==> config.mk <==
export PLATFORM = sky130hd
export DESIGN_NAME = mst_divider
export DESIGN_NICKNAME = d
export VERILOG_FILES = /design/src/mst_divider.sv
export SDC_FILE = /design/constraint.sdc
export NUM_CORES = 1
export LEC_CHECK = 0
export BUFFER_PORTS_ARGS = -buffer_cell sky130_fd_sc_hd__buf_2
export CAP_MARGIN = 20
export CORE_MARGIN = 8
export CORE_UTILIZATION = 49
export CTS_CLUSTER_DIAMETER = 30
export DETAILED_ROUTE_END_ITERATION = 8
export GPL_ROUTABILITY_DRIVEN = 0
export HOLD_SLACK_MARGIN = 0.06
export PLACE_DENSITY = 0.76
export SLEW_MARGIN = 20
export SYNTH_ARGS = -nofsm -noshare
export SYNTH_HDL_FRONTEND = slang
export SYNTH_SLANG_ARGS = --single-unit
export TNS_END_PERCENT = 50
==> constraint.sdc <==
create_clock -name i_clk -period 2.4 [get_ports i_clk]
set_input_delay 0.48 -clock i_clk [delete_from_list [all_inputs] [get_ports i_clk]]
set_output_delay 0.48 -clock i_clk [all_outputs]
set_load 0.1 [all_outputs]
==> src/mst_divider.sv <==
// restoring divider, one quotient bit per cycle
`default_nettype none

module mst_divider #(
    parameter int DVD_W = 22,
    parameter int DVS_W = 13
) (
    input  wire                i_clk,
    input  wire                i_rst_n,
    input  wire                i_start,
    input  wire  [DVD_W-1:0]   i_dividend,
    input  wire  [DVS_W-1:0]   i_divisor,
    output logic               o_done,
    output logic [DVD_W-1:0]   o_quotient
);

    localparam int CNT_W = $clog2(DVD_W + 1);

    logic               r_busy;
    logic               r_done;
    logic [CNT_W-1:0]   r_cnt;
    logic [DVD_W-1:0]   r_quo;
    logic [DVS_W-1:0]   r_rem;
    logic [DVS_W-1:0]   r_div;
    logic [DVS_W:0]     rem_sh;
    logic               q_bit;
    logic [DVS_W:0]     rem_sub;

    // trial subtract of the divisor from the shifted remainder
    always_comb begin
        rem_sh  = {r_rem, r_quo[DVD_W-1]};
        q_bit   = (rem_sh >= {1'b0, r_div});
        rem_sub = rem_sh - {1'b0, r_div};
    end

    always_ff @(posedge i_clk) begin
        if (!i_rst_n) begin
            r_busy <= 1'b0;
            r_done <= 1'b0;
            r_cnt  <= '0;
        end else begin
            r_done <= 1'b0;
            if (i_start) begin
                r_busy <= 1'b1;
                r_cnt  <= '0;
            end else if (r_busy) begin
                r_cnt <= r_cnt + 1'b1;
                if (r_cnt == CNT_W'(DVD_W - 1)) begin
                    r_busy <= 1'b0;
                    r_done <= 1'b1;
                end
            end
        end
    end

    // dividend shifts out at the top while quotient bits enter at the bottom
    always_ff @(posedge i_clk) begin
        if (i_start) begin
            r_quo <= i_dividend;
            r_rem <= '0;
            r_div <= i_divisor;
        end else if (r_busy) begin
            r_quo <= {r_quo[DVD_W-2:0], q_bit};
            r_rem <= q_bit ? rem_sub[DVS_W-1:0] : rem_sh[DVS_W-1:0];
        end
    end

    assign o_done     = r_done;
    assign o_quotient = r_quo;

endmodule

`default_nettype wire

# After elaboration in Yosys (flattened, before gate mapping)

Index checks and enable logic that the tools add are counted.

Add/subtract/negate cells: 2
Magnitude comparators: 1
Equality and inequality tests: 1
Multiplexer cells: 7
Bitwise logic cells: 2
Reductions and logical operators: 3

Operators with widths:

| operator                                                       | number |
|---|---|
| 22-bit 2-to-1 mux                                              | 2 |
| 14-bit by 13-bit greater-or-equal comparator with 1-bit output | 1 |
| 13-bit 2-to-1 mux                                              | 1 |
| 13-bit subtractor                                              | 1 |
| 5-bit by 1-bit adder with 5-bit output, second input constant  | 1 |
| 5-bit equality test, second input constant                     | 1 |
| 1-bit 2-to-1 mux                                               | 4 |
| 3-bit OR reduction                                             | 1 |
| 1-bit NOT                                                      | 2 |
| 2-bit nonzero test                                             | 1 |
| 2-bit OR reduction                                             | 1 |

Bits in registers: 55
Input port bits: 38
Word-level logic and storage cells: 22

# Longest topological paths before layout

Word-level depth: 4
Mapped depth: 11

# Worst setup path after synthesis

Ideal clock, no wire load.

Kind: reg2reg
Start: register r_quo[21], in the netlist o_quotient[21]
End: register r_quo[0], in the netlist o_quotient[0] (data pin)
Library setup time: 0.260 ns
Data arrival time: 2.723 ns
Required time: 2.140 ns
Path slack: -0.583 ns
Cell stages (with the launch flop): 11
Path buffers: 1
Clock period less this slack: 2.983 ns
Cell sequence: edfxtp_1 -> inv_1 -> ha_1 -> inv_1 -> fa_1 -> a21o_2 -> a221oi_2 -> a211o_2 -> nand2_2 -> buf_8 -> mux2_2

Cells in the longest elaborated chain, start to end: 3

Ends and longest elaborated chain:

| element                                                        | line | text |
|---|---|---|
| from (decl)                                                    | 22   | `logic [DVD_W-1:0] r_quo;` |
| from (signal assigned)                                         | 59   | `r_quo <= i_dividend;` |
| from (signal assigned)                                         | 63   | `r_quo <= {r_quo[DVD_W-2:0], q_bit};` |
| 14-bit by 13-bit greater-or-equal comparator with 1-bit output | 32   | `q_bit = (rem_sh >= {1'b0, r_div});` |
| 22-bit 2-to-1 mux                                              | 62   | `end else if (r_busy) begin` |
| 22-bit 2-to-1 mux                                              | 58   | `if (i_start) begin` |

No other way between the ends. The select of a mux whose other input is x is not followed.
A chain may end at the register's enable or synchronous reset.

# Worst setup path in the final report

Same ends and word-level chain as after synthesis.

==> flow_metrics.py <==
metrics = {
    "synth": {
        "synth_edf_count": 35,
        "netlist_area_um2": 2910,
        "yosys_warnings": 0,
        "syn_nets": 311,
        "syn-instance-count": 257,
        "syn_avg_cell_area_um2": 11.3,
        "async_reset_ff_share_pct": 0,
        "synthFlopType": "edfxtp_1",
        "synth-seq-cells": 55,
        "seq_area_frac_synth_pct": 49.9,
        "synth_cell_types": 48,
    },
    "global_routing": {
        "grt_pass1_vias": 2096,
        "grt_max_degree": 26,
        "grt_use_total_pct": 13.9,
        "grt_overflow": 0,
        "antenna_found_initial": 0,
        "grt_pass1_wl_um": 9600,
    },
    "critical_path": {
        "r2r_cells": 9,
        "crit_type": "flop to flop",
        "start_kind": "flop",
        "worstPathArrival_ps": 2400,
        "worstPathRequired_ps": 2480,
        "endpoint_kind": "flop",
        "cp_max_fo": 10,
    },
    "sta": {
        "slew_headroom_pct": 66.2,
        "fin_ws_ps": 79.7,
        "whs_ps": 331,
        "finalCritPeriodShare_pct": 96.7,
        "finalCriticalPeriod_ps": 2320,
        "tightest_slew_ps": 507,
        "max_freq_mhz": 431,
        "finalHoldViolCount": 0,
        "maxSlewViolCount": 0,
        "fin_skew_ps": 12.2,
        "rsz0062_at_grt": "true",
        "setup_violations": 0,
    },
    "placement": {
        "dpl_cell_area_um2": 3330,
        "port_buffers": 60,
        "hpwl_um": 4650,
        "dpl_worst_slack_ps": 15.1,
    },
    "clock_network": {
        "cts.htree.levels": 2,
        "cts.sinks": 55,
        "clk_pin_slew_ps": 110,
        "cts_root_buf": "clkbuf_8",
        "cts_tree": "yes",
        "worstSkewPairLatency_ps": 310,
        "clockBufferDepth": 2,
        "numCtsBuffers": 5,
        "cts.hold.buffers_added": 0,
    },
    "route": {
        "wl_per_cell_um": 15.4,
        "first_iter_violations": 108,
        "drc": 0,
        "vias": 2181,
        "ant_nets": 0,
        "drtPass1Iterations": 4,
        "routed_wl_um": 6160,
        "post_drt_via_cell_ratio": 5.47,
    },
    "power": {
        "p_per_area_nw_per_um2": 738,
        "p_leak_nw": 1.44,
        "vdd_ir_drop_max_mv": 0.502,
    },
    "floorplanning": {
        "die_h_um": 93.0,
        "dieArea_um2": 8660,
        "die_width_um": 93.0,
        "core-area_um2": 5820,
        "rows": 28,
        "initial_core_util_pct": 50.0,
        "pin_count": 61,
    },
    "finish": {
        "multi_input_area_um2": 1380,
        "final_area_um2": 3450,
        "area.sequential_um2": 1450,
        "layout-drive-gt1-share_pct": 37.7,
        "fin_nets": 377,
        "fillers": 523,
        "final_util_pct": 59.4,
        "area_growth_syn_to_layout_pct": 18.7,
        "n_antenna_cell": 0,
    },
    "min_path": {
        "hold_depth": 1,
        "min_path_type": "primary input to flop",
    },
    "status": {
        "outcome": "completed",
    },
    "flow_run": {
        "maxCapViolations": 0,
    },
}
## state kept, by name, summed over array words and instances (netlist names)
register	flops
r_busy	1
r_rem	13
o_done	1
o_quotient	22
r_cnt	5
r_div	13
## metrics by stage
step                setup TNS, ps  cells  power, mW
floorplan                   -5620    257       1.87
global placement                0    389       2.01
detailed placement              0    389       2.03
CTS                             0    397       2.54
global route                 -153    399       2.65
finish                          0    399       2.55
## critical path, cell delays in order (launching register included)
cell      delay, ps
edfxtp_1        410
inv_1            80
ha_2            170
inv_2            40
fa_2            340
a21o_4          230
a221oi_4        230
a211o_2         220
nand2_4         100
mux2_2          270
## repair_timing
action	CTS	global route
endpoints found under the setup margin	0	14
buffers inserted	0	1
gates resized for setup	0	5
## cell usage in the layout, fill, tap and decap left out, types with 3 or more instances in the layout
cell type,Yosys,routed
xnor2_1,4,4
nand2_1,29,26
a311oi_1,7,6
o21a_1,3,3
inv_1,18,17
nor2b_1,4,4
o31ai_1,3,3
edfxtp_1,35,35
buf_4,0,9
mux2_2,22,22
a211oi_1,3,3
a311oi_2,5,6
nand3_1,4,4
buf_2,0,60
nand4_1,4,4
xor2_1,7,7
nand2b_1,3,3
a21oi_1,9,9
nor2_1,19,19
dfxtp_1,20,20
clkbuf_8,1,5
nand2_2,1,3
a21o_1,3,3
ha_1,15,14
o21ai_0,4,3
## final timing paths
kind / start / endpoint / slack, ps
worst min-delay path: i_divisor[1] / r_div[1] / 330
worst min register to register: r_rem[10] / r_rem[11] / 530
worst max-delay path: o_quotient[21] / o_quotient[0] / 80
worst max register to register: o_quotient[21] / o_quotient[0] / 80
## report_power, final
part	internal [mW]	leakage, nW	switching (mW)	total (mW)
clock network	0.210	0.0485	0.310	0.520
registers	1.10	0.513	0.0543	1.16
logic	0.271	0.875	0.600	0.871
## per-layer routing
layer	share of wire [%]	GRT usage, %	wire [um]
met4	0.58	3.62	36
met1	45	18.0	2770
met3	5.3	3.37	324
met2	49	22.5	3030
met5	0	0	0
## Yosys cell counts (2+ instances only)
cell type | number | area share (%)
a211oi_1 | 3 | 0.77
a21o_1 | 3 | 0.77
a21oi_1 | 9 | 1.5
a311oi_1 | 7 | 2.1
a311oi_2 | 5 | 2.6
a31oi_1 | 2 | 0.43
buf_1 | 2 | 0.26
clkbuf_1 | 5 | 0.65
dfxtp_1 | 20 | 14
edfxtp_1 | 35 | 36
ha_1 | 15 | 6.5
inv_1 | 18 | 2.3
mux2_2 | 22 | 8.5
mux2i_1 | 2 | 0.69
nand2_1 | 29 | 3.7
nand2b_1 | 3 | 0.65
nand3_1 | 4 | 0.69
nand4_1 | 4 | 0.86
nand4b_1 | 2 | 0.60
nor2_1 | 19 | 2.5
nor2b_1 | 4 | 0.86
o211ai_1 | 2 | 0.52
o21a_1 | 3 | 0.77
o21ai_0 | 4 | 0.69
o31ai_1 | 3 | 0.77
xnor2_1 | 4 | 1.2
xor2_1 | 7 | 2.1
## final cells by class
cell class                 count  area share [%]
clock inverter                 3           0.652
tap                           75            2.72
clock buffer                   5            1.99
inverter                      18            1.96
multi-input combinational    174            40.0
timing repair buffer          69            10.7
sequential                    55            42.0
## logic make-up after synthesis
family                   count (synthesis)  share of synthesized area, %
buffers and inverters                   29                          4.78
AO/OA/AOI/OAI                           49                          13.6
XOR/XNOR                                11                          3.31
adder cells (fa/ha/maj)                 16                          7.14
AND/OR/NAND/NOR                         73                          12.0
multiplexers                            24                          9.21
flip-flops                              55                          49.9
(Power assumes the default switching activity.)
