===== src/mst_pkg.sv =====
// shared types and codes for the masked sad template matcher
`default_nettype none

package mst_pkg;

    // input item actions
    typedef enum logic [1:0] {
        ACT_LOAD_TEMPLATE = 2'd0,
        ACT_LOAD_SOURCE   = 2'd1,
        ACT_SEARCH        = 2'd2
    } t_action;

    // configuration register indexes
    typedef enum logic [1:0] {
        REG_TEMPLATE_WIDTH  = 2'd0,
        REG_TEMPLATE_HEIGHT = 2'd1,
        REG_SOURCE_WIDTH    = 2'd2,
        REG_SOURCE_HEIGHT   = 2'd3
    } t_reg_index;

    // search sequencer states
    typedef enum logic [1:0] {
        ST_IDLE,
        ST_SCAN,
        ST_DIV_LOAD,
        ST_DIV_WAIT
    } t_state;

    // pipeline tag that travels with each pixel read
    typedef struct packed {
        logic valid;
        logic first;
        logic last;
    } t_tag;

    // configuration reset values
    localparam logic [6:0] TEMPLATE_WIDTH_RESET  = 7'd16;
    localparam logic [6:0] TEMPLATE_HEIGHT_RESET = 7'd16;
    localparam logic [8:0] SOURCE_WIDTH_RESET    = 9'd256;
    localparam logic [8:0] SOURCE_HEIGHT_RESET   = 9'd256;

    // width of one rgb pixel, of the template word with its keep bit and of the difference result
    localparam int PIXEL_W = 24;
    localparam int TPL_W   = 25;
    localparam int DIFF_W  = 10;

endpackage

`default_nettype wire


===== src/mst_scan.sv =====
// placement and pixel walk that issues one store read per cycle
`default_nettype none

module mst_scan #(
    parameter int MAX_TEMPLATE_WIDTH  = 64,
    parameter int MAX_TEMPLATE_HEIGHT = 64,
    parameter int MAX_SOURCE_WIDTH    = 256,
    parameter int MAX_SOURCE_HEIGHT   = 256,
    parameter int TXW                 = 6,
    parameter int TYW                 = 6,
    parameter int PXW                 = 8,
    parameter int PYW                 = 8,
    parameter int SRC_AW              = 16,
    parameter int TPL_AW              = 12
) (
    input  wire                 i_clk,
    input  wire                 i_rst_n,
    input  wire                 i_start,
    input  wire  [TXW-1:0]      i_tx_last,
    input  wire  [TYW-1:0]      i_ty_last,
    input  wire  [PXW-1:0]      i_px_last,
    input  wire  [PYW-1:0]      i_py_last,
    output mst_pkg::t_tag       o_tag,
    output logic [SRC_AW-1:0]   o_src_addr,
    output logic [TPL_AW-1:0]   o_tpl_addr_a,
    output logic [TPL_AW-1:0]   o_tpl_addr_b
);

    logic           r_run;
    logic [TXW-1:0] r_tx;
    logic [TYW-1:0] r_ty;
    logic [PXW-1:0] r_px;
    logic [PYW-1:0] r_py;
    logic           end_tx, end_ty, end_px, end_py;
    logic [SRC_AW-1:0] src_row;
    logic [SRC_AW-1:0] src_col;
    logic [TPL_AW-1:0] tpl_row;

    assign end_tx = (r_tx == i_tx_last);
    assign end_ty = (r_ty == i_ty_last);
    assign end_px = (r_px == i_px_last);
    assign end_py = (r_py == i_py_last);

    // counters: template column, template row, placement column, placement row
    always_ff @(posedge i_clk) begin
        if (!i_rst_n) begin
            r_run <= 1'b0;
            r_tx  <= '0;
            r_ty  <= '0;
            r_px  <= '0;
            r_py  <= '0;
        end else if (i_start) begin
            r_run <= 1'b1;
            r_tx  <= '0;
            r_ty  <= '0;
            r_px  <= '0;
            r_py  <= '0;
        end else if (r_run) begin
            if (!end_tx) begin
                r_tx <= r_tx + 1'b1;
            end else begin
                r_tx <= '0;
                if (!end_ty) begin
                    r_ty <= r_ty + 1'b1;
                end else begin
                    r_ty <= '0;
                    if (!end_px) begin
                        r_px <= r_px + 1'b1;
                    end else begin
                        r_px <= '0;
                        if (!end_py) begin
                            r_py <= r_py + 1'b1;
                        end else begin
                            r_run <= 1'b0;
                        end
                    end
                end
            end
        end
    end

    // tag marks the first and last pixel of each placement
    assign o_tag.valid = r_run;
    assign o_tag.first = (r_tx == '0) && (r_ty == '0);
    assign o_tag.last  = end_tx && end_ty;

    // store addresses, row major
    assign src_row = SRC_AW'(r_py) + SRC_AW'(r_ty);
    assign src_col = SRC_AW'(r_px) + SRC_AW'(r_tx);
    assign o_src_addr = src_row * SRC_AW'(MAX_SOURCE_WIDTH) + src_col;

    assign tpl_row = TPL_AW'(r_ty) * TPL_AW'(MAX_TEMPLATE_WIDTH);
    assign o_tpl_addr_a = tpl_row + TPL_AW'(r_tx);
    assign o_tpl_addr_b = tpl_row + TPL_AW'(i_tx_last - r_tx);

endmodule

`default_nettype wire


===== config.mk =====
export PLATFORM = sky130hd
export DESIGN_NAME = mst_scan
export DESIGN_NICKNAME = d
export VERILOG_FILES = /design/src/mst_pkg.sv /design/src/mst_scan.sv
export SDC_FILE = /design/constraint.sdc
export NUM_CORES = 1
export LEC_CHECK = 0
export BUFFER_PORTS_ARGS = -buffer_cell sky130_fd_sc_hd__clkbuf_2
export CAP_MARGIN = 20
export CORE_ASPECT_RATIO = 1.75
export CORE_MARGIN = 2
export CORE_UTILIZATION = 35
export DETAILED_ROUTE_END_ITERATION = 7
export GPL_TIMING_DRIVEN = 0
export MAX_ROUTING_LAYER = met4
export PLACE_DENSITY_LB_ADDON = 0.08
export SYNTH_ARGS = -nofsm -noshare
export SYNTH_HDL_FRONTEND = slang
export SYNTH_SLANG_ARGS = --single-unit

===== constraint.sdc =====
create_clock -name i_clk -period 3.09 [get_ports i_clk]
set_clock_uncertainty 0.05 [all_clocks]
set_input_delay 0.1545 -clock i_clk [delete_from_list [all_inputs] [get_ports i_clk]]
set_output_delay 0.1545 -clock i_clk [all_outputs]
set_load 0.02 [all_outputs]

==> After elaboration in Yosys (flattened, before gate mapping) <==
Index checks and enable logic that the tools add are counted.
{ "op_classes": {"n_addsub": 10, "multipliers": 0, "n_div": 0, "magnitude_cmp": 0, "eq_ne": 4, "shift": 0, "n_mux": 9, "bitwise": 2, "n_reduce_logical": 8} }
{ "ops": {"columns": ["operator", "n"], "rows": [
  ["16-bit by 9-bit adder with 16-bit output", 1],
  ["8-bit by 1-bit adder with 8-bit output (second input constant)", 2],
  ["8-bit equality test", 2],
  ["12-bit adder", 1],
  ["12-bit by 6-bit adder with 12-bit output", 1],
  ["6-bit by 1-bit adder with 6-bit output (second input constant)", 2],
  ["6-bit equality test", 2],
  ["6-bit logical NOT", 2],
  ["6-bit two-way mux", 2],
  ["8-bit by 6-bit adder with 9-bit output", 1],
  ["8-bit by 6-bit adder with 8-bit output", 1],
  ["8-bit two-way mux", 1],
  ["6-bit by 6-bit subtractor with 7-bit output", 1],
  ["1-bit two-way mux", 6],
  ["5-bit AND reduction", 1],
  ["3-bit AND reduction", 1],
  ["1-bit logical AND", 2],
  ["1-bit NOT", 2],
  ["2-bit AND reduction", 1],
  ["2-bit OR reduction", 1]
]} }
{ "word_totals": {"ff_bits": 29, "latchBits": 0, "ram_bits": 0, "mem_bits_ro": 0, "in_bits": 31, "output_inout_bits": 43, "wordCells": 38, "memories": 0} }

==> Depth between registers and ports, before layout <==
{ "depth": {"depth_word": 7, "mapped_depth": 15, "depth_no_buf": 15} }

==> Least setup slack after synthesis <==
Ideal clock, no wire load.
{ "synth_timing": {"path_type": "flip-flop to output port", "startpoint": "reg r_tx[2]", "endpoint": "out o_tpl_addr_b[11]", "arrival_ns": 3.249, "required_ns": 2.885, "setup_slack_ns": -0.363, "stages_incl_launch_ff": 15, "n_path_buf": 0, "path_cell_list": "dfxtp_1 > inv_1 > ha_1 > nor2b_1 > o21ai_0 > a21boi_0 > o21a_1 > nor2_1 > ha_1 > a21o_1 > a21oi_1 > o21bai_1 > a21oi_1 > xor2_1 > xnor2_1"} }
{ "synth_via": {"elab_chain_cells": 2} }
{ "synth_lines": {"columns": ["item", "line", "rtl"], "rows": [
  ["start: declaration", "mst_scan.sv:30", "logic [TXW-1:0] r_tx;"],
  ["start signal: assignment", "mst_scan.sv:60", "r_tx <= r_tx + 1'b1;"],
  ["6-bit by 6-bit subtractor with 7-bit output", "mst_scan.sv:94", "assign o_tpl_addr_b = tpl_row + TPL_AW'(i_tx_last - r_tx);"],
  ["12-bit adder", "mst_scan.sv:94", null],
  ["end: declaration", "mst_scan.sv:26", "output logic [TPL_AW-1:0] o_tpl_addr_b"]
]} }
No other way between the ends.

==> Worst setup path after layout <==
{ "layout_timing": {"startpoint": "reg r_tx[0]", "endpoint": "out o_tpl_addr_b[11]"} }
The elaborated chain is that of the path after synthesis.

==> run metrics <==
outcome complete, but fails checks; failing checks setup timing; Synth Net Count 408; largest net degree at the start of global routing 11; vias per inst 5.20; LEAKAGE ~1.5 nW; Worst-Skew Late Latency 0.27 ns; DR vias roughly 2700; Root Driver clkbuf_16; Worst IR Drop VDD 161 uV; slew margin rel. 60.1%; die width 71.0 um; Seq/Total Area, Yosys roughly a fifth; combinational fraction of design power 14.5%; Starting Density between 30% and 40%; Iteration-0 DRC Markers roughly 70; minimum clock period 3.24 ns; number of synthesized flops with an enable pin 0; Fin. Hold Viols 0; Most Crowded Layer GR met2; DR pass1 iterations 4; GRT met2 Usage between 30% and 40%; dpl cells 505; area growth from synthesis to layout 31.5%; final worst slack -0.145 ns; cell area after layout 3620 sq um; hold crit path type in2reg; period utilization 105%; die area approximately 8600 sq um; endpoint class of the critical path output pin; Inserted Clock Buffers 5; fin nets 498; CORE AREA 7620 sq um; Max-Cap Viols 0; share of post-route cells with drive strength above 1 29.7%; clock sinks 29; crit path max fanout 4; Max Clk Rate 309 MHz; Worst EP required 2.89 ns; internal power 0.781 mW; Flop pwr share 36.8%; Top-Level Pins 74; pre-CTS setup slack -0.259 ns; met1 Usage GRT around a fifth; CTS max path bufs 2; Slew @ Worst Pin 0.598 ns; total gr overflow 0; Antenna Cells 0; Core Rows 42; detailed placer's ending HPWL 5.94 mm; GRT Util Overall 18.1%; remaining antenna violation count 0; TritonCTS clock tree done; Psw 0.243 mW; clk slew on worst S/H paths 0.05 ns; TNS Setup -0.276 ns; Post-synth ARST share 0%; GR Util met3 under 10%; synthesized flop and latch total 29; Synth Cell Area 2750 sq um; Total Power 1.02 mW; Clk pwr share 48.7%; hold buffers post-CTS 0; initial antenna violation count 0; Die Y about 120 um; Max Slew Vio Count 0; DR WL/cell 14.1 um; H-tree levels 2; GP Congestion 0.827; Net Sw Frac 23.8%; Gate Count Post-Synth roughly 340; critical path type reg2out; number of warnings issued by yosys 0; Mean Syn Cell Area 8.00 sq um; top_reg_cell synth dfxtp_1; drt total wl 7.39 mm; Worst setup SP type register; Post-Layout Cell Count 523; placed inst area roughly 3200 sq um; DRC errors left 0; Worst EP arrival 3.03 ns; cell area power density 283 nW/um^2; PortBufs 73; vias in the first global route around 2600; RSZ-0062 raised after global routing true; first-pass GRT wire length 12.2 mm; Final Setup Violations 2; Cell variety after synth 47
cell usage after synthesis (4+ instances only):
master,number,area (sq um)
nor2_1,44,165
xnor2_1,38,333
dfxtp_1,29,581
ha_1,29,363
inv_1,24,90.1
xor2_1,24,210
nand2_1,22,82.6
a21oi_1,17,85.1
o21ai_0,16,80.1
nand3_1,12,60.1
nand4_1,10,62.6
nor2b_1,9,56.3
nor4_1,8,50.1
clkbuf_1,4,15.0
fa_1,4,80.1
nand2b_1,4,25.0
nor3_1,4,20.0
through the flow:
| stage | util (%) | hold slack [ns] |
|---|---|---|
| after floorplan | - | 0.233 |
| after global placement | 42.6 | 0.386 |
| after detailed placement | 42.6 | 0.373 |
| after CTS | 46.2 | 0.0945 |
| after global routing | 47.5 | 0.119 |
| final | 47.5 | 0.0918 |
final cells by class:
type                       instances  area [sq um]
fill                             806          4000
multi-input combinational        283          2170
sequential                        29           596
timing repair buffer              83           454
clock buffer                       7           153
tap                               88           110
inverter                          24          90.1
buffer                             8          40.0
clock inverter                     1          5.00
what timing repair did:
item,in CTS,in global routing
buffers inserted,7,3
resized for setup,17,17
pin swaps,11,15
endpoints found under the setup margin,7,9
cells by family after synthesis:
kind of cell    share of synthesized area (%)
simple gates                             26.1
xor+xnor                                 19.7
compound gates                           11.9
fa+ha+maj                                16.1
buf+inv                                  4.73
flops                                    21.1
mux                                     0.364
flip-flops by register name, summed over array words and instances (netlist names):
| register | count |
|---|---|
| r_px | 8 |
| r_py | 8 |
| r_run | 1 |
| r_tx | 6 |
| r_ty | 6 |
final timing paths:
kind,start,to,slack [ns],cells after the start
setup reg to reg,r_tx[3],r_px[3],0.58,9
hold reg to reg,r_px[0],r_px[0],0.48,2
setup / recovery,r_tx[0],o_tpl_addr_b[11],-0.15,15
hold / removal,i_rst_n,r_run,0.09,2
worst max-delay path: stages (launching register included):
cell and delay (ns):
dfxtp_4 0.34, ha_4 0.15, fa_2 0.34, nor2b_1 0.15, o21ai_2 0.08, a21boi_2 0.16, o21a_1 0.17, nor2_4 0.07
ha_4 0.20, a21o_1 0.16, a21oi_2 0.15, o21bai_1 0.08, a21oi_1 0.17, xor2_1 0.24, xnor2_2 0.14, clkbuf_8 0.16
power by group through the flow:
stage          Sequential, mW  Clock, mW  Combinational, mW
2_1_floorplan           0.387          0             0.0845
3_3_place_gp            0.386          0              0.133
3_5_place_dp            0.387          0              0.134
4_1_cts                 0.377      0.508              0.145
5_1_grt                 0.376      0.534              0.164
6_report                0.377      0.499              0.149
per-layer routing:
layer  wire length, um  up-vias
met5                 0        -
met4               135        0
met3               279        9
met2              4130       55
met1              2840     1283
li1                  -     1373
cells in the final DEF, fill, tap and decap left out, drive strengths merged, types with 10 or more instances in the layout:
| cell | n |
|---|---|
| nor2 | 44 |
| nand2 | 22 |
| ha | 29 |
| xor2 | 24 |
| xnor2 | 38 |
| dfxtp | 29 |
| nand4 | 10 |
| o21ai | 17 |
| clkbuf | 84 |
| inv | 24 |
| a21oi | 17 |
| buf | 14 |
| nand3 | 13 |
(Power assumes the default switching activity.)
