<file path="src/mst_pkg.sv">
// shared types and codes for the masked sad template matcher
`default_nettype none

package mst_pkg;

    // input item actions
    typedef enum logic [1:0] {
        ACT_LOAD_TEMPLATE = 2'd0,
        ACT_LOAD_SOURCE   = 2'd1,
        ACT_SEARCH        = 2'd2
    } t_action;

    // configuration register indexes
    typedef enum logic [1:0] {
        REG_TEMPLATE_WIDTH  = 2'd0,
        REG_TEMPLATE_HEIGHT = 2'd1,
        REG_SOURCE_WIDTH    = 2'd2,
        REG_SOURCE_HEIGHT   = 2'd3
    } t_reg_index;

    // search sequencer states
    typedef enum logic [1:0] {
        ST_IDLE,
        ST_SCAN,
        ST_DIV_LOAD,
        ST_DIV_WAIT
    } t_state;

    // pipeline tag that travels with each pixel read
    typedef struct packed {
        logic valid;
        logic first;
        logic last;
    } t_tag;

    // configuration reset values
    localparam logic [6:0] TEMPLATE_WIDTH_RESET  = 7'd16;
    localparam logic [6:0] TEMPLATE_HEIGHT_RESET = 7'd16;
    localparam logic [8:0] SOURCE_WIDTH_RESET    = 9'd256;
    localparam logic [8:0] SOURCE_HEIGHT_RESET   = 9'd256;

    // width of one rgb pixel, of the template word with its keep bit and of the difference result
    localparam int PIXEL_W = 24;
    localparam int TPL_W   = 25;
    localparam int DIFF_W  = 10;

endpackage

`default_nettype wire

</file>
<file path="src/mst_sad_unit.sv">
// masked rgb absolute difference and per-placement accumulation
`default_nettype none

module mst_sad_unit #(
    parameter int SUM_W = 22
) (
    input  wire                          i_clk,
    input  wire                          i_rst_n,
    input  mst_pkg::t_tag                i_tag,
    input  wire  [mst_pkg::PIXEL_W-1:0]  i_src,
    input  wire  [mst_pkg::TPL_W-1:0]    i_tpl_a,
    input  wire  [mst_pkg::TPL_W-1:0]    i_tpl_b,
    output logic                         o_sum_valid,
    output logic [SUM_W-1:0]             o_plain,
    output logic [SUM_W-1:0]             o_mirror
);

    mst_pkg::t_tag r_tag1;
    mst_pkg::t_tag r_tag2;
    logic [9:0]       r_sad_p;
    logic [9:0]       r_sad_m;
    logic [SUM_W-1:0] r_acc_p;
    logic [SUM_W-1:0] r_acc_m;
    logic             r_sum_valid;
    logic [9:0]       n_sad_p;
    logic [9:0]       n_sad_m;

    function automatic logic [9:0] rgb_sad(input logic [23:0] s, input logic [23:0] t);
        logic [7:0] d0, d1, d2;
        d0 = (s[7:0]   > t[7:0])   ? s[7:0]   - t[7:0]   : t[7:0]   - s[7:0];
        d1 = (s[15:8]  > t[15:8])  ? s[15:8]  - t[15:8]  : t[15:8]  - s[15:8];
        d2 = (s[23:16] > t[23:16]) ? s[23:16] - t[23:16] : t[23:16] - s[23:16];
        return 10'(d0) + 10'(d1) + 10'(d2);
    endfunction

    // tag follows the registered store read
    always_ff @(posedge i_clk) begin
        if (!i_rst_n) begin
            r_tag1 <= '0;
            r_tag2 <= '0;
        end else begin
            r_tag1 <= i_tag;
            r_tag2 <= r_tag1;
        end
    end

    // per-pixel differences, zeroed where the keep bit is clear
    always_comb begin
        n_sad_p = i_tpl_a[24] ? rgb_sad(i_src, i_tpl_a[23:0]) : 10'd0;
        n_sad_m = i_tpl_b[24] ? rgb_sad(i_src, i_tpl_b[23:0]) : 10'd0;
    end

    always_ff @(posedge i_clk) begin
        r_sad_p <= n_sad_p;
        r_sad_m <= n_sad_m;
    end

    // accumulate, restarting on the first pixel of a placement
    always_ff @(posedge i_clk) begin
        if (r_tag2.valid) begin
            r_acc_p <= (r_tag2.first ? '0 : r_acc_p) + SUM_W'(r_sad_p);
            r_acc_m <= (r_tag2.first ? '0 : r_acc_m) + SUM_W'(r_sad_m);
        end
    end

    always_ff @(posedge i_clk) begin
        if (!i_rst_n) begin
            r_sum_valid <= 1'b0;
        end else begin
            r_sum_valid <= r_tag2.valid && r_tag2.last;
        end
    end

    assign o_sum_valid = r_sum_valid;
    assign o_plain     = r_acc_p;
    assign o_mirror    = r_acc_m;

endmodule

`default_nettype wire

</file>
<file path="config.mk">
export PLATFORM = sky130hd
export DESIGN_NAME = mst_sad_unit
export DESIGN_NICKNAME = d
export VERILOG_FILES = /design/src/mst_pkg.sv /design/src/mst_sad_unit.sv
export SDC_FILE = /design/constraint.sdc
export NUM_CORES = 1
export LEC_CHECK = 0
export BUFFER_PORTS_ARGS = -buffer_cell sky130_fd_sc_hd__buf_4
export CORE_MARGIN = 4
export CORE_UTILIZATION = 55
export CTS_BUF_LIST = sky130_fd_sc_hd__clkbuf_2
export CTS_CLUSTER_SIZE = 16
export DETAILED_ROUTE_END_ITERATION = 10
export MAX_ROUTING_LAYER = met4
export PLACE_DENSITY = 0.82
export SLEW_MARGIN = 20
export SYNTH_ARGS = -nofsm -noshare
export SYNTH_HDL_FRONTEND = slang
export SYNTH_SLANG_ARGS = --single-unit
</file>
<file path="constraint.sdc">
create_clock -name i_clk -period 5.7 [get_ports i_clk]
set_input_delay 0.57 -clock i_clk [delete_from_list [all_inputs] [get_ports i_clk]]
set_output_delay 0.57 -clock i_clk [all_outputs]
set_load 0.05 [all_outputs]
</file>
Yosys cells after proc, flatten, opt, wreduce, memory -nomap -nowiden
Index checks and enable logic that the tools add are counted.
{"block": "totals", "register_bits": 71, "input_bits": 79, "output_inout_bits": 45, "wordCells": 44}
{"block": "op_classes", "addsub": 18, "n_lt_le_gt_ge": 6, "muxes": 8, "n_reduce_logical": 1}
{"op": "$sub A8 B8 Y8", "count": 12}
{"op": "$gt A8 B8 Y1", "count": 6}
{"op": "$mux W8", "count": 6}
{"op": "$add A22 B10 Y22", "count": 2}
{"op": "$mux W22", "count": 2}
{"op": "$add A9 B8 Y10", "count": 2}
{"op": "$add A8 B8 Y9", "count": 2}
{"op": "$logic_and A1 B1 Y1", "count": 1}

Longest topological paths before layout
Gate-level depths: netlist of the first run.
{"block": "logic_depth", "ltp_word": 4, "mapped_depth": 17, "mapped_depth_nobuf": 17}

Worst setup path after synthesis of the first run
Ideal clock, no wire load.
{"block": "synth_timing", "path_type": "input port to flip-flop", "startpoint": "input port i_src[8] (netlist name)", "endpoint": "register r_sad_p[7]", "setup_time_ns": 0.127, "arrival_time_ns": 4.376, "t_required_ns": 5.573, "slack_ns": 1.197, "cell_stages": 17, "n_path_buf": 0, "path_cell_list": "inv_1 -> ha_1 -> inv_1 -> fa_1 -> a211oi_4 -> nor3_2 -> o41ai_4 -> mux2i_1 -> xor2_1 -> fa_1 -> inv_1 -> fa_1 -> a21o_1 -> a21o_1 -> a21oi_1 -> nor4bb_1 -> or3_1"}
{"block": "synth_between", "elab_chain_len": 4, "elab_cells_between_ends": 6, "cone_classes": "add/sub (4); order compare (1); mux (1)"}
{"item": "start: declaration", "line": "mst_sad_unit.sv:10", "text": "input wire [mst_pkg::PIXEL_W-1:0] i_src,"}
{"item": "$sub A8 B8 Y8 / $gt A8 B8 Y1 (equally long branches)", "line": "mst_sad_unit.sv:31", "text": "d1 = (s[15:8] > t[15:8]) ? s[15:8] - t[15:8] : t[15:8] - s[15:8];"}
{"item": "$mux W8 (*)", "line": "mst_sad_unit.sv:31"}
{"item": "$add A8 B8 Y9 (*)", "line": "mst_sad_unit.sv:33", "text": "return 10'(d0) + 10'(d1) + 10'(d2);"}
{"item": "$add A9 B8 Y10 (*)", "line": "mst_sad_unit.sv:33"}
{"item": "end signal: assignment", "line": "mst_sad_unit.sv:54", "text": "r_sad_p <= n_sad_p;"}
{"item": "end: declaration", "line": "mst_sad_unit.sv:20", "text": "logic [9:0] r_sad_p;"}
Mark *: on every way between the ends. The rest lies on a longest branch, timed or not.
A chain may end at the register's enable or synchronous reset.

Final worst setup path of the first run
Ends and elaborated chain as after synthesis.

==> summary.md, run 1 <==
| Metric | Value |
|---|---|
| Max cap viols | 0 |
| Setup TNS | 0 ps |
| Worst setup EP type | flop |
| Rel. slew slack | roughly a third |
| Drt drc | 0 |
| Final Slew Violations | 0 |
| Async S/R FF share, synth | 0% |
| Fraction of layout cells with a size suffix above 1 | between 10% and 20% |
| All-Layer GR Usage | between 20% and 30% |
| Hold Crit Class | in -> reg |
| Htree depth | 3 |
| Die Span X | about 130 um |
| Power Dens Cells | roughly 310 nW/um^2 |
| Final WL | slightly below 20 mm |
| Initial Utilization | between 50 and 60% |
| Dpl cells | about 1.3k |
| DRT Pass-1 Iters | 5 |
| Drt initial violations | 438 |
| Layout Cells excl Fill | between 1k and 1.5k |
| Hold path endpoint | r_tag1[2] |
| Initial antenna violation count | 0 |
| GRT Residual Overflow | 0 |
| Req. time, crit path | between 6000 and 7000 ps |
| Hold path startpoint | i_tag[2] |
| Final Cycle Share | ~79% |
| Hold Slack | 262.7 ps |
| Fmax | around 0.22 GHz |
| Ant diodes | 0 |
| Clock Sinks | 71 |
| Clk root buf | clkbuf_2 |
| Rows | 45 |
| EDFF count, synth | 44 |
| VDD IR max | approximately 0.00015 V |
| HPWL after detailed placement | approximately 16 mm |
| CTS max path bufs | 2 |
| Period minus WS final | about 4500 ps |
| Sequential fraction of the synthesis area | between 20% and 30% |
| Reg clk slew, reported paths | 160 ps |
| IO Port Bufs | about 120 |
| DIE HEIGHT | around 130 um |
| Vias in the first global route | roughly 6.8k |
| Prevailing post-synth register cell | edfxtp_1 |
| Finish-stage setup viols | 0 |
| CP startpoint kind | input pin |
| First-pass GRT wire length | 32.13 mm |
| Placeable Area | around 15000 um^2 |
| DR WL/cell | between 15 and 20 um |
| # IOs | 124 |
| Clock Skew | 35.58 ps |
| Worst-Skew Late Latency | between 500 and 600 ps |
| Post CTS Setup Buffer Count | 0 |
| CTS tree | yes |
| Via-to-Cell Ratio | roughly 5.6 |
| RR Endpoint | o_plain[19] |
| Yosys warnings | 0 |
| Worst reg2reg path startpoint | r_tag2[1] |
| Post-route antenna net violation count | 0 |
| Worst R2R Setup Slack | between 2000 and 2500 ps |
| RSZ-0062 raised after global routing | no |
| P&R area growth vs syn | 13.61% |
| Synthesized flop and latch total | approximately 70 |
| Pin count of the biggest net entering global routing | 46 |
| CP Max Fanout | 7 |
| Via count | roughly 7.2k |
| Mapped Area | roughly 8600 um^2 |
| Critical Path AT | roughly 4900 ps |
| Slew @ Worst Pin | just under 1000 ps |
| Num CTS Buffers | 9 |
| Status | completed |
| Resized cells post-CTS | 0 |
| Setup CP Type | in -> reg |
| Synth Area per Inst | a little under 9 um^2 |
| Synthesized Nets | 1199 |
| Cells after Synth | 964 |
| Die area | ~18000 um^2 |
| GP Congestion | between 0.9 and 1 |
| Final Hold Fails | 0 |
| Reg2reg path depth | 8 |
| Hold path depth | 2 |
| Post-CTS Hold Buffers | 0 |
| Leakage | between 4 and 5 nW |
| Fin nets | roughly 1.3k |
| Cell variety after synth | 66 |
## power breakdown
| part | switching (mW) | internal [mW] |
|---|---|---|
| clock network | 0.165 | 0.0656 |
| registers | 0.0489 | 0.680 |
| logic | 1.18 | 0.910 |
| total | 1.39 | 1.66 |
## state kept, by name, summed over array words and instances (netlist names)
| name | cells |
|---|---|
| o_mirror | 22 |
| r_tag2 | 3 |
| o_plain | 22 |
| o_sum_valid | 1 |
| r_tag1 | 3 |
| r_sad_m | 10 |
| r_sad_p | 10 |
## Yosys cell counts (3+ instances only)
| cell | n | share of area (%) |
|---|---|---|
| mux2_2 | 6 | 0.79 |
| nor4b_1 | 3 | 0.31 |
| mux2i_1 | 41 | 4.8 |
| or2_2 | 3 | 0.22 |
| fa_1 | 32 | 7.5 |
| inv_1 | 124 | 5.4 |
| or3_1 | 5 | 0.36 |
| a211o_1 | 4 | 0.41 |
| o21ai_0 | 42 | 2.4 |
| nand2_1 | 44 | 1.9 |
| nand2b_1 | 16 | 1.2 |
| dfxtp_1 | 27 | 6.3 |
| a21oi_1 | 74 | 4.3 |
| xnor2_1 | 38 | 3.9 |
| buf_2 | 3 | 0.17 |
| nand4_1 | 8 | 0.58 |
| nor2b_1 | 27 | 2.0 |
| clkbuf_1 | 23 | 1.0 |
| xor2_1 | 27 | 2.8 |
| nand3_1 | 10 | 0.58 |
| o21ai_2 | 4 | 0.41 |
| and4_1 | 7 | 0.71 |
| o21bai_1 | 7 | 0.61 |
| o31ai_1 | 5 | 0.44 |
| or4_1 | 4 | 0.35 |
| a211oi_1 | 18 | 1.6 |
| edfxtp_1 | 44 | 15 |
| a31oi_1 | 10 | 0.73 |
| ha_1 | 124 | 18 |
| o21a_1 | 8 | 0.70 |
| a21o_1 | 34 | 3.0 |
| a221oi_1 | 7 | 0.71 |
| nor3_1 | 13 | 0.76 |
| a221o_1 | 6 | 0.70 |
| nor2_1 | 35 | 1.5 |
| and3_1 | 12 | 0.87 |
| nand3b_1 | 8 | 0.70 |
| and2_1 | 25 | 1.8 |
## logic make-up after synthesis
kind of cell	share of synthesized area [%]
compound gates	19.17
simple gates	14.54
fa+ha+maj	25.50
buf+inv	6.768
flops	21.66
xor+xnor	6.623
mux	5.735
## how the worst max path moves through the flow
| stage | from | to | slack [ps] |
|---|---|---|---|
| 6_report | i_src[8] | r_sad_p[7] | 1200 |
| 5_1_grt | i_src[8] | r_sad_p[7] | 950 |
| 4_1_cts | i_src[8] | r_sad_p[7] | 1250 |
| 3_5_place_dp | i_src[8] | r_sad_p[7] | 700 |
| 3_3_place_gp | i_src[8] | r_sad_p[7] | 810 |
| 2_1_floorplan | i_src[8] | r_sad_p[7] | 1200 |
## stage by stage
step	utilization [%]	cell area [um^2]	setup slack (ps)	total power [mW]
floorplan	-	8596	1197	2.344
global placement	63.46	9683	809.6	2.756
CTS	63.99	9763	1247	3.048
detailed placement	63.46	9683	703.2	2.806
finish	64.00	9766	1205	3.048
global route	64.00	9766	949.4	3.340
## worst max-delay path: stages
cell and delay (ps):
buf_4 120, inv_1 70, ha_1 170, inv_1 60, fa_1 440, a211oi_4 260, nor3_2 90, o41ai_4 560
mux2i_1 290, xor2_1 130, fa_1 520, inv_1 70, fa_1 450, a21o_1 190, a21o_1 190, a21oi_1 220
nor4bb_1 80, or3_1 380
## area by class of cell
class	instances	area (um^2)
multi-input cells	741	6152
fillers	1301	5493
flip-flops and latches	71	1866
repair buffers	125	938.4
inverters	124	465.4
well taps	211	264.0
clock buffers	14	70.07
clock inverters	2	10.01
## layer usage
layer / part of all wire [%] / routed length [um] / track usage [%] / vias up
li1: - / - / - / 3606
met1: 46 / 8893 / 29.07 / 3369
met2: 48 / 9337 / 36.94 / 201
met3: 4.6 / 891 / 1.787 / 20
met4: 2.0 / 382 / 6.986 / 0
met5: 0 / 0 / - / -
## placed cells by master, fill, tap and decap left out, types with 25 or more instances in the layout
| master | Yosys | routed |
|---|---|---|
| buf_4 | 0 | 125 |
| nor2b_1 | 27 | 27 |
| xor2_1 | 27 | 27 |
| mux2i_1 | 41 | 41 |
| edfxtp_1 | 44 | 44 |
| ha_1 | 124 | 124 |
| a21oi_1 | 74 | 74 |
| a21o_1 | 34 | 34 |
| o21ai_0 | 42 | 42 |
| fa_1 | 32 | 32 |
| nand2_1 | 44 | 44 |
| nor2_1 | 35 | 35 |
| dfxtp_1 | 27 | 26 |
| inv_1 | 124 | 124 |
| xnor2_1 | 38 | 38 |
| and2_1 | 25 | 25 |
Note: power is estimated with default switching activity, not from simulation.
==> run 2: changes to the inputs <==
PLACE_DENSITY = 0.85   (was 0.82)
clock period = 4 ns   (was 5.7 ns; I/O delays follow)
==> run 2 against run 1 <==
Wire length is 7.5% higher. Cell area is 8.2% higher. Die area stayed put. Critical path depth is 1 higher. Sequential power is 43% higher. Combinational power is 62% higher. Hold slack worse by 170 ps. Global-route usage is 1.7 points higher. Count of clock-buffer cells in the layout is 5 lower. Clock skew is 12 ps lower. Setup slack worse by 1100 ps. Via count is 6.9% higher. Critical path type unchanged. Largest cell class unchanged. Largest power group unchanged. Highest routed layer unchanged.
==> summary.md, run 2 (synthesized netlist as in run 1, its figures left out) <==
| Metric | Value |
|---|---|
| Status | completed |
| Post CTS Setup Buffer Count | 0 (unchanged) |
| VDD IR max | 0.0002590 V (+77%) |
| Final Slew Violations | 0 (unchanged) |
| IO Port Bufs | 123 (unchanged) |
| Drt drc | 0 (unchanged) |
| Max cap viols | 0 (unchanged) |
| Final Hold Fails | 0 (unchanged) |
| Commonest non-fill, non-tap cell in the layout | buf_4 |
| Rows | 45 (unchanged) |
| HPWL after detailed placement | 17.93 mm (+12%) |
| Reg clk slew, reported paths | 180 ps (+20 ps) |
| CTS tree | yes |
| Worst setup EP type | flop |
| Period minus WS final | between 3000 and 4000 ps |
| Largest stage delay, worst path | 500 ps (-60 ps) |
| DRT Pass-1 Iters | 5 (unchanged) |
| CP Max Fanout | 4 (-3) |
| Finish-stage setup viols | 0 (unchanged) |
| Via-to-Cell Ratio | 5.554 (-0.59%) |
| Hold Slack | 91.52 ps (-171.2 ps) |
| Reg2reg path depth | 8 (unchanged) |
| Clock Sinks | 71 (unchanged) |
| Final worst setup slack | 140.1 ps (-1065 ps) |
| Pre-CTS setup slack | -361.5 ps (-1065 ps) |
| CTS max path bufs | 2 (unchanged) |
| Worst-Skew Late Latency | 490 ps (-30 ps) |
| Leakage | 5.229 nW (+9.6%) |
| Vias in the first global route | 7685 (+12%) |
| Hold Crit Class | in -> reg |
| Placeable Area | 15260 um^2 (unchanged) |
| Post-route antenna net violation count | 0 (unchanged) |
| Slew @ Worst Pin | 1086 ps (+103.4 ps) |
| Clock Skew | 24.02 ps (-11.57 ps) |
| Hold path depth | 2 (unchanged) |
| Post-CTS Hold Buffers | 0 (unchanged) |
| Power Dens Cells | 446.6 nW/um^2 (+43%) |
| Fmax | between 0.2 and 0.3 GHz |
| Die area | 17690 um^2 (unchanged) |
| First-pass GRT wire length | 34.66 mm (+7.9%) |
| Final WL | 20.96 mm (+7.5%) |
| Ant diodes | 0 (unchanged) |
| RSZ-0062 raised after global routing | no |
| Critical Path AT | 4240 ps (-640 ps) |
| P&R area growth vs syn | 22.96% |
| GRT Residual Overflow | 0 (unchanged) |
| RR Endpoint | o_mirror[13] |
| Pin count of the biggest net entering global routing | 46 (unchanged) |
| Drt initial violations | 495 (+13%) |
| Most frequent cells in the layout | 222 x buf_4, 121 x inv_1, 121 x ha_1 |
| Req. time, crit path | 4380 ps (-1700 ps) |
| GP Congestion | 0.9411 (-2.9%) |
| # IOs | 124 (unchanged) |
| Via count | 7692 (+6.9%) |
| Post-Route Utilization | 69.27% (+5.3 points) |
| Htree depth | 3 (unchanged) |
| Hold path startpoint | i_tag[2] |
| All-Layer GR Usage | 23.99% (+1.7 points) |
| Final Cycle Share | 96.50% |
| DR WL/cell | 15.14 um (about the same) |
| Die Span X | 133.0 um (unchanged) |
| Fin nets | 1404 (+7.4%) |
| Clk root buf | clkbuf_2 |
| Fraction of layout cells with a size suffix above 1 | 23.25% (+7.8 points) |
| Setup CP Type | in -> reg |
| Rel. slew slack | 27.57% (-6.5 points) |
| Initial antenna violation count | 0 (unchanged) |
| Num CTS Buffers | 9 (unchanged) |
| Total power | 4.720 mW (+55%) |
| Slowest stage cell, crit path | fa_1 |
| CP startpoint kind | input pin |
| Hold path endpoint | r_tag1[2] |
| Worst R2R Setup Slack | 1060 ps (-1300 ps) |
| Resized cells post-CTS | 0 (unchanged) |
| Crit path cell chain | buf_4 -> inv_12 -> ha_4 -> inv_2 -> fa_2 -> a211oi_4 -> nor3_2 -> o41ai_4 -> buf_4 -> mux2i_1 -> xor2_1 -> fa_1 -> inv_2 -> fa_2 -> a21o_1 -> a21o_1 -> a21oi_2 -> nor4bb_1 -> or3_1 |
| DIE HEIGHT | 133.0 um (unchanged) |
| Initial Utilization | 56.33% (unchanged) |
| Worst reg2reg path startpoint | r_tag2[1] |
| Setup TNS | 0 ps (unchanged) |
-- run 2: changes by cell type in the layout (fill, tap and decap cells not counted), sizes merged --
| cell | change |
|---|---|
| clkinv | +5 |
| buf | +97 |
| clkbuf | -5 |
-- run 2: per-stage QoR --
step	std cells	cell area [um^2]
floorplan	964	8677
global placement	1369	10490
detailed placement	1369	10490
CTS	1385	10560
global route	1385	10570
finish	1385	10570
-- run 2: per-layer routing --
metal	global-route usage, %	vias to the layer above	share of wire [%]
met1	28.89	3606	43
li1	-	3803	-
met3	2.433	31	4.9
met5	-	-	0
met4	7.159	0	2.2
met2	42.41	252	50
-- run 2: worst max path at each step --
stage	startpoint	end	slack, ps	cells past startpoint
finish	i_src[8]	r_sad_p[7]	140	19
global route	i_src[8]	r_sad_p[8]	40	20
CTS	i_src[8]	r_sad_p[7]	200	19
detailed placement	i_src[8]	r_sad_p[7]	-360	19
global placement	i_src[8]	r_sad_p[8]	-230	20
floorplan	i_src[8]	r_sad_p[7]	-120	17
-- run 2: final cells by class --
class / instances / area (um^2)
clock inverter: 7 / 30.03
tap: 211 / 264.0
multi-input combinational: 741 / 6222
sequential: 71 / 1863
fill: 1209 / 4690
timing repair buffer: 222 / 1667
clock buffer: 9 / 45.04
inverter: 124 / 478.0
-- run 2: report_power, final --
| part | total (mW) | switching [mW] | internal (mW) |
|---|---|---|---|
| combinational | 3.38 | 1.78 | 1.60 |
| clock | 0.304 | 0.233 | 0.0707 |
| sequential | 1.04 | 0.0705 | 0.970 |
-- run 2: critical path: cells and delay by family --
| kind | cells | cell delay (ps) |
|---|---|---|
| AOI/OAI and AO/OA | 5 | 1100 |
| xor gates and xnor gates | 1 | 110 |
| adders and majority gates | 4 | 1400 |
| buffers and inverters | 5 | 480 |
| muxes | 1 | 230 |
| and+or+nand+nor | 3 | 500 |
